[src/hw/rtl/tci_pkg.sv]
// ----------------------------------------------------------------------------
// tci_pkg
// Shared types and constants of the cassette tape interface.
// ----------------------------------------------------------------------------
package tci_pkg;

    // Command codes of the input item.
    localparam logic [2:0] CMD_TAPE_BIT  = 3'd0;
    localparam logic [2:0] CMD_TICK      = 3'd1;
    localparam logic [2:0] CMD_WRITE     = 3'd2;
    localparam logic [2:0] CMD_READ      = 3'd3;
    localparam logic [2:0] CMD_CLEAR     = 3'd4;
    localparam logic [2:0] CMD_RESET_CNT = 3'd5;

    // Configuration register indexes.
    localparam logic CFG_INPUT_MODE = 1'b0;
    localparam logic CFG_ENABLED    = 1'b1;

    // Flag bit positions.
    localparam int FLAG_RX = 0;
    localparam int FLAG_TX = 1;
    localparam int FLAG_HT = 2;

    // Countdown values and register patterns.
    localparam logic [3:0]  RX_RELOAD  = 4'd9;
    localparam logic [3:0]  RX_CLEAR_AT = 4'd8;
    localparam logic [3:0]  TX_RELOAD  = 4'd9;
    localparam logic [10:0] HIGH_TONE  = 11'h3ff;
    localparam logic [1:0]  START_MARK = 2'b01;

    // Controller to datapath commands.
    typedef struct packed {
        logic latch;        // capture the accepted input item
        logic do_op;        // execute a single-step command and load the result
        logic add_cycles;   // add tick cycles to the accumulator
        logic shift_step;   // one bit period elapsed: shift in a one
        logic finish_tick;  // load the result of a tick
    } tci_ctrl_t;

    // Datapath to controller status.
    typedef struct packed {
        logic tick_active;  // latched command is a tick that runs the timer
        logic over_period;  // accumulator exceeds one bit period
        logic out_free;     // result register can take a new result
    } tci_stat_t;

endpackage

[src/hw/rtl/tci_in_if.sv]
// ----------------------------------------------------------------------------
// tci_in_if
// Input item channel of the cassette tape interface.
// ----------------------------------------------------------------------------
interface tci_in_if;
    logic        valid;
    logic        ready;
    logic [2:0]  cmd;
    logic        tape_bit;
    logic [11:0] cycles;
    logic [7:0]  write_byte;
    logic [2:0]  clear_mask;

    modport source (output valid, output cmd, output tape_bit, output cycles,
                    output write_byte, output clear_mask, input ready);
    modport sink   (input valid, input cmd, input tape_bit, input cycles,
                    input write_byte, input clear_mask, output ready);
endinterface

[src/hw/rtl/tci_out_if.sv]
// ----------------------------------------------------------------------------
// tci_out_if
// Result channel of the cassette tape interface.
// ----------------------------------------------------------------------------
interface tci_out_if;
    logic       valid;
    logic       ready;
    logic [7:0] read_byte;
    logic [2:0] flags;
    logic       flags_changed;

    modport source (output valid, output read_byte, output flags,
                    output flags_changed, input ready);
    modport sink   (input valid, input read_byte, input flags,
                    input flags_changed, output ready);
endinterface

[src/hw/rtl/tci_datapath.sv]
// ----------------------------------------------------------------------------
// tci_datapath
// Shift register, countdowns, cycle accumulator, flags and result register.
// ----------------------------------------------------------------------------
module tci_datapath #(
    parameter int BIT_PERIOD = 1664
) (
    input  logic              clk,
    input  logic              rst_n,
    input  tci_pkg::tci_ctrl_t ctrl,
    output tci_pkg::tci_stat_t stat,
    input  logic [2:0]        item_cmd,
    input  logic              item_tape_bit,
    input  logic [11:0]       item_cycles,
    input  logic [7:0]        item_write_byte,
    input  logic [2:0]        item_clear_mask,
    input  logic              cfg_wr_en,
    input  logic              cfg_index,
    input  logic              cfg_data,
    output logic              res_valid,
    input  logic              res_ready,
    output logic [7:0]        res_read_byte,
    output logic [2:0]        res_flags,
    output logic              res_flags_changed
);

    localparam logic [12:0] PERIOD = 13'(BIT_PERIOD);

    // Latched input item.
    logic [2:0]  cmd_reg;
    logic        tape_bit_reg;
    logic [11:0] cycles_reg;
    logic [7:0]  write_byte_reg;
    logic [2:0]  clear_mask_reg;

    // Configuration.
    logic input_mode_reg;
    logic enabled_reg;

    // Architectural state.
    logic [10:0] sr_reg, sr_next;
    logic [3:0]  rx_cnt_reg, rx_cnt_next;
    logic [3:0]  tx_cnt_reg, tx_cnt_next;
    logic [12:0] accum_reg, accum_next;
    logic [2:0]  flags_reg, flags_next;
    logic [2:0]  last_reg, last_next;
    logic        changed_reg, changed_next;

    // Result register.
    logic       out_valid_reg, out_valid_next;
    logic [7:0] out_byte_reg, out_byte_next;
    logic [2:0] out_flags_reg, out_flags_next;
    logic       out_changed_reg, out_changed_next;

    // Effect of shifting one bit into the register.
    logic        s_bit;
    logic [10:0] s_sr;
    logic [3:0]  s_rx;
    logic [3:0]  s_tx;
    logic [2:0]  s_flags;
    logic        s_changed;

    // Effect of clearing flags.
    logic [2:0] c_flags;

    // Capture the input item on a transfer.
    always_ff @(posedge clk)
    begin
        if (ctrl.latch)
        begin
            cmd_reg        <= item_cmd;
            tape_bit_reg   <= item_tape_bit;
            cycles_reg     <= item_cycles;
            write_byte_reg <= item_write_byte;
            clear_mask_reg <= item_clear_mask;
        end
    end

    // Configuration writes.
    always_ff @(posedge clk or negedge rst_n)
    begin
        if (!rst_n)
        begin
            input_mode_reg <= 1'b0;
            enabled_reg    <= 1'b0;
        end
        else if (cfg_wr_en)
        begin
            unique case (cfg_index)
                tci_pkg::CFG_INPUT_MODE: input_mode_reg <= cfg_data;
                tci_pkg::CFG_ENABLED:    enabled_reg    <= cfg_data;
                default:                 ;
            endcase
        end
    end

    // One bit shifted in: countdowns and flag evaluation.
    always_comb
    begin
        s_bit   = ctrl.shift_step ? 1'b1 : tape_bit_reg;
        s_sr    = {s_bit, sr_reg[10:1]};
        s_flags = flags_reg;
        s_rx    = (rx_cnt_reg != 4'd0) ? rx_cnt_reg - 4'd1 : rx_cnt_reg;
        if (s_rx == tci_pkg::RX_CLEAR_AT)
        begin
            s_flags[tci_pkg::FLAG_RX] = 1'b0;
        end
        if (s_rx == 4'd0 && s_sr[1:0] == tci_pkg::START_MARK)
        begin
            s_flags[tci_pkg::FLAG_RX] = 1'b1;
            if (input_mode_reg)
            begin
                s_rx = tci_pkg::RX_RELOAD;
            end
        end
        s_tx = (tx_cnt_reg != 4'd0) ? tx_cnt_reg - 4'd1 : tx_cnt_reg;
        if (s_tx == 4'd0)
        begin
            s_flags[tci_pkg::FLAG_TX] = 1'b1;
        end
        s_flags[tci_pkg::FLAG_HT] = (s_sr == tci_pkg::HIGH_TONE);
        s_changed = (s_flags != last_reg);
    end

    assign c_flags = flags_reg & ~clear_mask_reg;

    // Next-state selection for the commands of the controller.
    always_comb
    begin
        sr_next          = sr_reg;
        rx_cnt_next      = rx_cnt_reg;
        tx_cnt_next      = tx_cnt_reg;
        accum_next       = accum_reg;
        flags_next       = flags_reg;
        last_next        = last_reg;
        changed_next     = changed_reg;
        out_valid_next   = out_valid_reg && !res_ready;
        out_byte_next    = out_byte_reg;
        out_flags_next   = out_flags_reg;
        out_changed_next = out_changed_reg;

        if (ctrl.add_cycles)
        begin
            accum_next   = accum_reg + {1'b0, cycles_reg};
            changed_next = 1'b0;
        end

        if (ctrl.shift_step)
        begin
            accum_next   = accum_reg - PERIOD;
            sr_next      = s_sr;
            rx_cnt_next  = s_rx;
            tx_cnt_next  = s_tx;
            flags_next   = s_flags;
            last_next    = s_flags;
            changed_next = changed_reg | s_changed;
        end

        if (ctrl.finish_tick)
        begin
            out_valid_next   = 1'b1;
            out_byte_next    = 8'd0;
            out_flags_next   = flags_reg;
            out_changed_next = changed_reg;
        end

        if (ctrl.do_op)
        begin
            out_valid_next   = 1'b1;
            out_byte_next    = 8'd0;
            out_changed_next = 1'b0;
            case (cmd_reg)
                tci_pkg::CMD_TAPE_BIT:
                begin
                    sr_next          = s_sr;
                    rx_cnt_next      = s_rx;
                    tx_cnt_next      = s_tx;
                    flags_next       = s_flags;
                    last_next        = s_flags;
                    out_changed_next = s_changed;
                end
                tci_pkg::CMD_WRITE:
                begin
                    sr_next     = {1'b0, write_byte_reg, 2'b01};
                    tx_cnt_next = tci_pkg::TX_RELOAD;
                end
                tci_pkg::CMD_READ:
                begin
                    out_byte_next = sr_reg[9:2];
                end
                tci_pkg::CMD_CLEAR:
                begin
                    flags_next       = c_flags;
                    last_next        = c_flags;
                    out_changed_next = (c_flags != last_reg);
                end
                tci_pkg::CMD_RESET_CNT:
                begin
                    accum_next  = 13'd0;
                    tx_cnt_next = 4'd0;
                end
                default:
                begin
                end
            endcase
            out_flags_next = flags_next;
        end
    end

    // State and result registers.
    always_ff @(posedge clk or negedge rst_n)
    begin
        if (!rst_n)
        begin
            sr_reg          <= 11'd0;
            rx_cnt_reg      <= 4'd0;
            tx_cnt_reg      <= 4'd0;
            accum_reg       <= 13'd0;
            flags_reg       <= 3'd0;
            last_reg        <= 3'd0;
            changed_reg     <= 1'b0;
            out_valid_reg   <= 1'b0;
        end
        else
        begin
            sr_reg          <= sr_next;
            rx_cnt_reg      <= rx_cnt_next;
            tx_cnt_reg      <= tx_cnt_next;
            accum_reg       <= accum_next;
            flags_reg       <= flags_next;
            last_reg        <= last_next;
            changed_reg     <= changed_next;
            out_valid_reg   <= out_valid_next;
        end
    end

    // Result payload.
    always_ff @(posedge clk)
    begin
        out_byte_reg    <= out_byte_next;
        out_flags_reg   <= out_flags_next;
        out_changed_reg <= out_changed_next;
    end

    // Status to the controller.
    always_comb
    begin
        stat.tick_active = (cmd_reg == tci_pkg::CMD_TICK) && enabled_reg && !input_mode_reg;
        stat.over_period = (accum_reg > PERIOD);
        stat.out_free    = !out_valid_reg || res_ready;
    end

    assign res_valid         = out_valid_reg;
    assign res_read_byte     = out_byte_reg;
    assign res_flags         = out_flags_reg;
    assign res_flags_changed = out_changed_reg;

    // A result is only loaded when the result register is free.
    a_load_free: assert property (@(posedge clk) disable iff (!rst_n)
        (ctrl.do_op || ctrl.finish_tick) |-> stat.out_free)
        else $error("result loaded while the result register is occupied");

    // A tick finishes only after all full bit periods are consumed.
    a_tick_drained: assert property (@(posedge clk) disable iff (!rst_n)
        ctrl.finish_tick |-> !stat.over_period)
        else $error("tick finished with a bit period pending");

    // The receive countdown never exceeds its reload value.
    a_rx_range: assert property (@(posedge clk) disable iff (!rst_n)
        rx_cnt_reg <= tci_pkg::RX_RELOAD)
        else $error("receive countdown out of range");

    // A data write arms the transmit countdown.
    a_write_arms_tx: assert property (@(posedge clk) disable iff (!rst_n)
        (ctrl.do_op && cmd_reg == tci_pkg::CMD_WRITE) |=> tx_cnt_reg == tci_pkg::TX_RELOAD)
        else $error("transmit countdown not armed by a data write");

endmodule

[src/hw/rtl/tci_ctrl.sv]
// ----------------------------------------------------------------------------
// tci_ctrl
// Sequencer of the cassette tape interface: takes an item, executes it and
// steps the bit-period loop of a tick.
// ----------------------------------------------------------------------------
module tci_ctrl (
    input  logic               clk,
    input  logic               rst_n,
    input  logic               item_valid,
    output logic               item_ready,
    input  tci_pkg::tci_stat_t stat,
    output tci_pkg::tci_ctrl_t ctrl
);

    typedef enum logic [2:0] {
        ST_IDLE  = 3'b001,
        ST_EXEC  = 3'b010,
        ST_SHIFT = 3'b100
    } state_t;

    state_t state_reg, state_next;

    // Next state and commands.
    always_comb
    begin
        state_next = state_reg;
        ctrl       = '0;
        item_ready = 1'b0;
        unique case (state_reg)
            ST_IDLE:
            begin
                item_ready = 1'b1;
                if (item_valid)
                begin
                    ctrl.latch = 1'b1;
                    state_next = ST_EXEC;
                end
            end
            ST_EXEC:
            begin
                if (stat.tick_active)
                begin
                    ctrl.add_cycles = 1'b1;
                    state_next      = ST_SHIFT;
                end
                else if (stat.out_free)
                begin
                    ctrl.do_op = 1'b1;
                    state_next = ST_IDLE;
                end
            end
            ST_SHIFT:
            begin
                if (stat.over_period)
                begin
                    ctrl.shift_step = 1'b1;
                end
                else if (stat.out_free)
                begin
                    ctrl.finish_tick = 1'b1;
                    state_next       = ST_IDLE;
                end
            end
            default:
            begin
                state_next = ST_IDLE;
            end
        endcase
    end

    // State register.
    always_ff @(posedge clk or negedge rst_n)
    begin
        if (!rst_n)
        begin
            state_reg <= ST_IDLE;
        end
        else
        begin
            state_reg <= state_next;
        end
    end

    // The item is taken only in idle, and never while a tick is stepping.
    a_accept_idle: assert property (@(posedge clk) disable iff (!rst_n)
        ctrl.latch |=> state_reg == ST_EXEC)
        else $error("accepted item not executed next");

    // Only one datapath command at a time.
    a_one_cmd: assert property (@(posedge clk) disable iff (!rst_n)
        $onehot0({ctrl.latch, ctrl.do_op, ctrl.add_cycles, ctrl.shift_step,
                  ctrl.finish_tick}))
        else $error("overlapping datapath commands");

    // A bit-period step only happens while the loop is running.
    a_step_in_loop: assert property (@(posedge clk) disable iff (!rst_n)
        ctrl.shift_step |=> state_reg == ST_SHIFT)
        else $error("bit-period step left the loop");

endmodule

[src/hw/rtl/tape_cassette_interface_top.sv]
// ----------------------------------------------------------------------------
// tape_cassette_interface_top
// Cassette tape interface: shift register, countdowns and interrupt flags.
// ----------------------------------------------------------------------------
// An item is taken in the idle state and executed in the execute state, which
// waits while the result register is occupied. A tick in output mode with the
// interface enabled adds its cycles to the accumulator and then shifts one bit
// for each bit period it completes, at one bit per cycle through the
// single flag-evaluation unit. The result register lets the next item be
// taken while a result waits; execution holds only when a new result would
// overwrite one not yet transferred. Configuration is written through a
// plain write port at any idle time.
module tape_cassette_interface_top #(
    parameter int BIT_PERIOD = 1664
) (
    input  logic     clk,
    input  logic     rst_n,
    tci_in_if.sink   item,
    tci_out_if.source result,
    input  logic     cfg_wr_en,
    input  logic     cfg_index,
    input  logic     cfg_data
);

    tci_pkg::tci_ctrl_t ctrl;
    tci_pkg::tci_stat_t stat;

    // Sequencer.
    tci_ctrl u_ctrl (
        .clk        (clk),
        .rst_n      (rst_n),
        .item_valid (item.valid),
        .item_ready (item.ready),
        .stat       (stat),
        .ctrl       (ctrl)
    );

    // Datapath.
    tci_datapath #(
        .BIT_PERIOD (BIT_PERIOD)
    ) u_datapath (
        .clk               (clk),
        .rst_n             (rst_n),
        .ctrl              (ctrl),
        .stat              (stat),
        .item_cmd          (item.cmd),
        .item_tape_bit     (item.tape_bit),
        .item_cycles       (item.cycles),
        .item_write_byte   (item.write_byte),
        .item_clear_mask   (item.clear_mask),
        .cfg_wr_en         (cfg_wr_en),
        .cfg_index         (cfg_index),
        .cfg_data          (cfg_data),
        .res_valid         (result.valid),
        .res_ready         (result.ready),
        .res_read_byte     (result.read_byte),
        .res_flags         (result.flags),
        .res_flags_changed (result.flags_changed)
    );

endmodule
[src/flat_wrapper.sv]
// flat-port wrapper written by rule: the top's interface ports become plain ports
module tape_cassette_interface_top_flat 
#(
    parameter int BIT_PERIOD = 1664
)
  (clk, rst_n, cfg_wr_en, cfg_index, cfg_data, item_valid, item_cmd, item_tape_bit, item_cycles, item_write_byte, item_clear_mask, item_ready, result_valid, result_read_byte, result_flags, result_flags_changed, result_ready);
  tci_in_if item_i ();
  tci_out_if result_i ();
  input  logic clk;
  input  logic rst_n;
  input  logic cfg_wr_en;
  input  logic cfg_index;
  input  logic cfg_data;
  input wire logic [$bits(item_i.valid)-1:0] item_valid;
  input wire logic [$bits(item_i.cmd)-1:0] item_cmd;
  input wire logic [$bits(item_i.tape_bit)-1:0] item_tape_bit;
  input wire logic [$bits(item_i.cycles)-1:0] item_cycles;
  input wire logic [$bits(item_i.write_byte)-1:0] item_write_byte;
  input wire logic [$bits(item_i.clear_mask)-1:0] item_clear_mask;
  output wire logic [$bits(item_i.ready)-1:0] item_ready;
  output wire logic [$bits(result_i.valid)-1:0] result_valid;
  output wire logic [$bits(result_i.read_byte)-1:0] result_read_byte;
  output wire logic [$bits(result_i.flags)-1:0] result_flags;
  output wire logic [$bits(result_i.flags_changed)-1:0] result_flags_changed;
  input wire logic [$bits(result_i.ready)-1:0] result_ready;
  assign item_i.valid = item_valid;
  assign item_i.cmd = item_cmd;
  assign item_i.tape_bit = item_tape_bit;
  assign item_i.cycles = item_cycles;
  assign item_i.write_byte = item_write_byte;
  assign item_i.clear_mask = item_clear_mask;
  assign item_ready = item_i.ready;
  assign result_valid = result_i.valid;
  assign result_read_byte = result_i.read_byte;
  assign result_flags = result_i.flags;
  assign result_flags_changed = result_i.flags_changed;
  assign result_i.ready = result_ready;
  tape_cassette_interface_top #(.BIT_PERIOD(BIT_PERIOD)) u_core (.clk(clk), .rst_n(rst_n), .item(item_i), .result(result_i), .cfg_wr_en(cfg_wr_en), .cfg_index(cfg_index), .cfg_data(cfg_data));
endmodule
[config.mk]
export PLATFORM = sky130hd
export DESIGN_NAME = tape_cassette_interface_top_flat
export DESIGN_NICKNAME = d
export VERILOG_FILES = /design/src/hw/rtl/tci_pkg.sv /design/src/hw/rtl/tci_in_if.sv /design/src/hw/rtl/tci_out_if.sv /design/src/hw/rtl/tci_datapath.sv /design/src/hw/rtl/tci_ctrl.sv /design/src/hw/rtl/tape_cassette_interface_top.sv /design/src/flat_wrapper.sv
export SDC_FILE = /design/constraint.sdc
export NUM_CORES = 1
export LEC_CHECK = 0
export BUFFER_PORTS_ARGS = -buffer_cell sky130_fd_sc_hd__buf_2
export CELL_PAD_IN_SITES_DETAIL_PLACEMENT = 2
export CELL_PAD_IN_SITES_GLOBAL_PLACEMENT = 2
export CORE_MARGIN = 3
export CORE_UTILIZATION = 34
export DETAILED_ROUTE_END_ITERATION = 12
export GPL_TIMING_DRIVEN = 0
export PLACE_DENSITY = 0.83
export REMOVE_ABC_BUFFERS = 1
export SLEW_MARGIN = 20
export SYNTH_ARGS = -nofsm -noshare
export SYNTH_HDL_FRONTEND = slang
export SYNTH_SLANG_ARGS = --single-unit
[constraint.sdc]
create_clock -name clk -period 2.57 [get_ports clk]
set_input_delay 0.3855 -clock clk [delete_from_list [all_inputs] [get_ports clk]]
set_output_delay 0.3855 -clock clk [all_outputs]
set_load 0.03 [all_outputs]
==> flow_summary.json <==
{
  "ys_seq_area_share_pct": 52.1,
  "synth_warnings": 0,
  "period_needed_ns": 2.54,
  "async_reset_ff_share_pct": 53.0,
  "vdd_drop_max_mv": 0.423,
  "hpwl_mm": 8.86,
  "die_h_um": 119,
  "combPwrFrac_pct": 32.5,
  "grt_pass1_wl_mm": 21.7,
  "synthFlopType": "dfrtp_1",
  "fin_util_pct": 43.4,
  "final-setup-viol-count": 0,
  "final_cell_mix": "nand2_1, buf_2, dfrtp_1",
  "path_clk_slew_ns": 0.06,
  "max_clock_freq_mhz": 393,
  "io_buffers": 47,
  "grt_pass1_vias": 3948,
  "drc": 0,
  "clk_latency_ns": 0.35,
  "htreeDepth": 3,
  "syn-cell-area_um2": 4370,
  "vias": 3589,
  "fin_skew_ns": 0.00871,
  "path_max_fanout": 4,
  "gp_congestion": 0.775,
  "wl_mm": 13.6,
  "cts_tree": "yes",
  "rsz0062_at_grt": "yes",
  "ys_ff_latch": 83,
  "p_per_area_nw_per_um2": 990,
  "hold_violations": 0,
  "largest_register_ffs": 13,
  "end_kind": "flop",
  "critPathKind": "flop to flop",
  "viasPerCell": 5.45,
  "synth_area_per_cell_um2": 10.3,
  "intPower_mw": 3.38,
  "die_area_um2": 14200,
  "p_sw_mw": 1.88,
  "io_pins": 48,
  "synthCells": 425,
  "busiest_layer": "met2",
  "gr-usage-all-layers_pct": 19.6,
  "grt_overflow_total": 0,
  "antenna_found_initial": 0,
  "area_growth_pct": 21.8,
  "power.leakage_nw": 2.13,
  "clkPwrFrac_pct": 28.2,
  "cap_violations": 0,
  "dieWidth_um": 119,
  "period_share_pct": 98.9,
  "tightestPinTransition_ns": 1.00,
  "insertedDiodeCount": 0,
  "grt_max_degree": 45,
  "required_ns": 2.66,
  "wl_per_cell_um": 20.7,
  "holdWs_ns": 0.0528,
  "final_layout_size_suffix_gt1_share_pct": 22.2,
  "cts_buffers": 9,
  "worstSetupStartpointType": "flop",
  "maxSlewViolCount": 0,
  "p_sw_share_pct": 35.7,
  "final_common_cell": "nand2_1",
  "ant_nets": 0,
  "status": "completed",
  "seq_power_share_pct": 39.3,
  "hp-class": "primary input to asynchronous set/reset pin",
  "root_buffer": "clkbuf_16",
  "ys_types": 60,
  "grt_util_met2_pct": 34.7,
  "clock_sinks": 83,
  "synth_edf_count": 39,
  "placeableCoreArea_um2": 12300,
  "drt-pass1-iter-count": 4,
  "drt_iter0_drc": 195,
  "use_met3_pct": 4.13,
  "core.rowCount": 40,
  "grtUsageMet1_pct": 23.2,
  "crit_arrival_ns": 2.63,
  "slew_headroom_pct": 32.8,
  "final_nets": 535,
  "initial_core_util_pct": 35.6,
  "cts.path.max_buffers": 2
}
stage by stage:
stage          worst slack (ns)  total power, mW  area [µm²]  std cells  TNS (ns)
6_report                 0.0285             5.27        5320        658         0
5_1_grt                 -0.0815             5.60        5320        658    -0.652
4_1_cts                  0.0152             5.16        5200        649         0
3_5_place_dp             -0.338             3.54        4780        627     -3.55
3_3_place_gp             -0.581             3.37        4740        625    -13.21
2_1_floorplan            0.0458             3.03        4300        410         0
final timing paths:
check / start / to / slack, ns / cells past startpoint
hold reg to reg: u_core.u_datapath.rx_cnt_reg[0] / u_core.u_datapath.rx_cnt_reg[0] / 0.52 / 1
hold / removal: rst_n / u_core.u_datapath.sr_reg[5] / 0.05 / 1
setup / recovery: u_core.u_datapath.accum_reg[2] / u_core.u_datapath.res_flags_changed / 0.03 / 7
setup reg to reg: u_core.u_datapath.accum_reg[2] / u_core.u_datapath.res_flags_changed / 0.03 / 7
max in group asynchronous: rst_n / u_core.u_datapath.accum_reg[7] / 2.07 / 1
min in group clk: item_cmd[0] / u_core.u_datapath.cmd_reg[0] / 0.21 / 1
cells in the mapped netlist (9+ instances only):
library cell | n | area share (%)
o21ai_0 | 23 | 2.6
nand2b_1 | 9 | 1.3
dfrtp_1 | 43 | 25
nor2_1 | 22 | 1.9
a21oi_1 | 37 | 4.2
a31oi_1 | 13 | 1.9
clkbuf_1 | 11 | 0.95
ha_1 | 15 | 4.3
inv_1 | 17 | 1.5
nor3_1 | 10 | 1.1
nand2_1 | 59 | 5.1
edfxtp_1 | 39 | 27
and2_1 | 17 | 2.4
cell families after synthesis:
family / synth area share, %
adder cells (fa/ha/maj): 4.76
multiplexers: 0.745
AND/OR/NAND/NOR: 17.9
AO/OA/AOI/OAI: 18.5
XOR/XNOR: 3.01
buffers and inverters: 3.01
flip-flops: 52.1
worst max-delay path: stages, from the launching register on:
cell	delay (ns)
dfrtp_1	0.43
nor4_2	0.35
a41oi_2	0.30
o31a_4	0.38
o41ai_2	0.34
nand4_1	0.18
o21ai_2	0.20
nand2_1	0.10
per-layer routing:
layer / vias up / routed length (µm)
li1: 1684 / -
met1: 1832 / 5770
met2: 55 / 7210
met3: 18 / 356
met4: 0 / 252
met5: - / 0
power by group through the flow:
| stage | Clock (mW) | Sequential, mW | Combinational, mW |
|---|---|---|---|
| after detailed placement | 0 | 2.08 | 1.46 |
| after floorplan | 0 | 1.96 | 1.07 |
| after global routing | 1.57 | 2.11 | 1.91 |
| final | 1.49 | 2.07 | 1.71 |
| after global placement | 0 | 2.04 | 1.33 |
| after CTS | 1.52 | 2.06 | 1.57 |
repair_timing:
item                                    CTS  global route
gates resized for setup                   9            12
hold buffers                              0             0
endpoints found under the setup margin   28            39
buffers inserted                          5             9
gates cloned                              1             0
pin swaps                                 4             7
layout make-up:
class	instances	area, µm²
clock buffers	11	233
repair buffers	63	365
clock inverters	5	101
well taps	168	210
fillers	1282	6940
multi-input cells	311	2070
flip-flops and latches	83	2280
inverters	17	63.8
(Power assumes the default switching activity.)
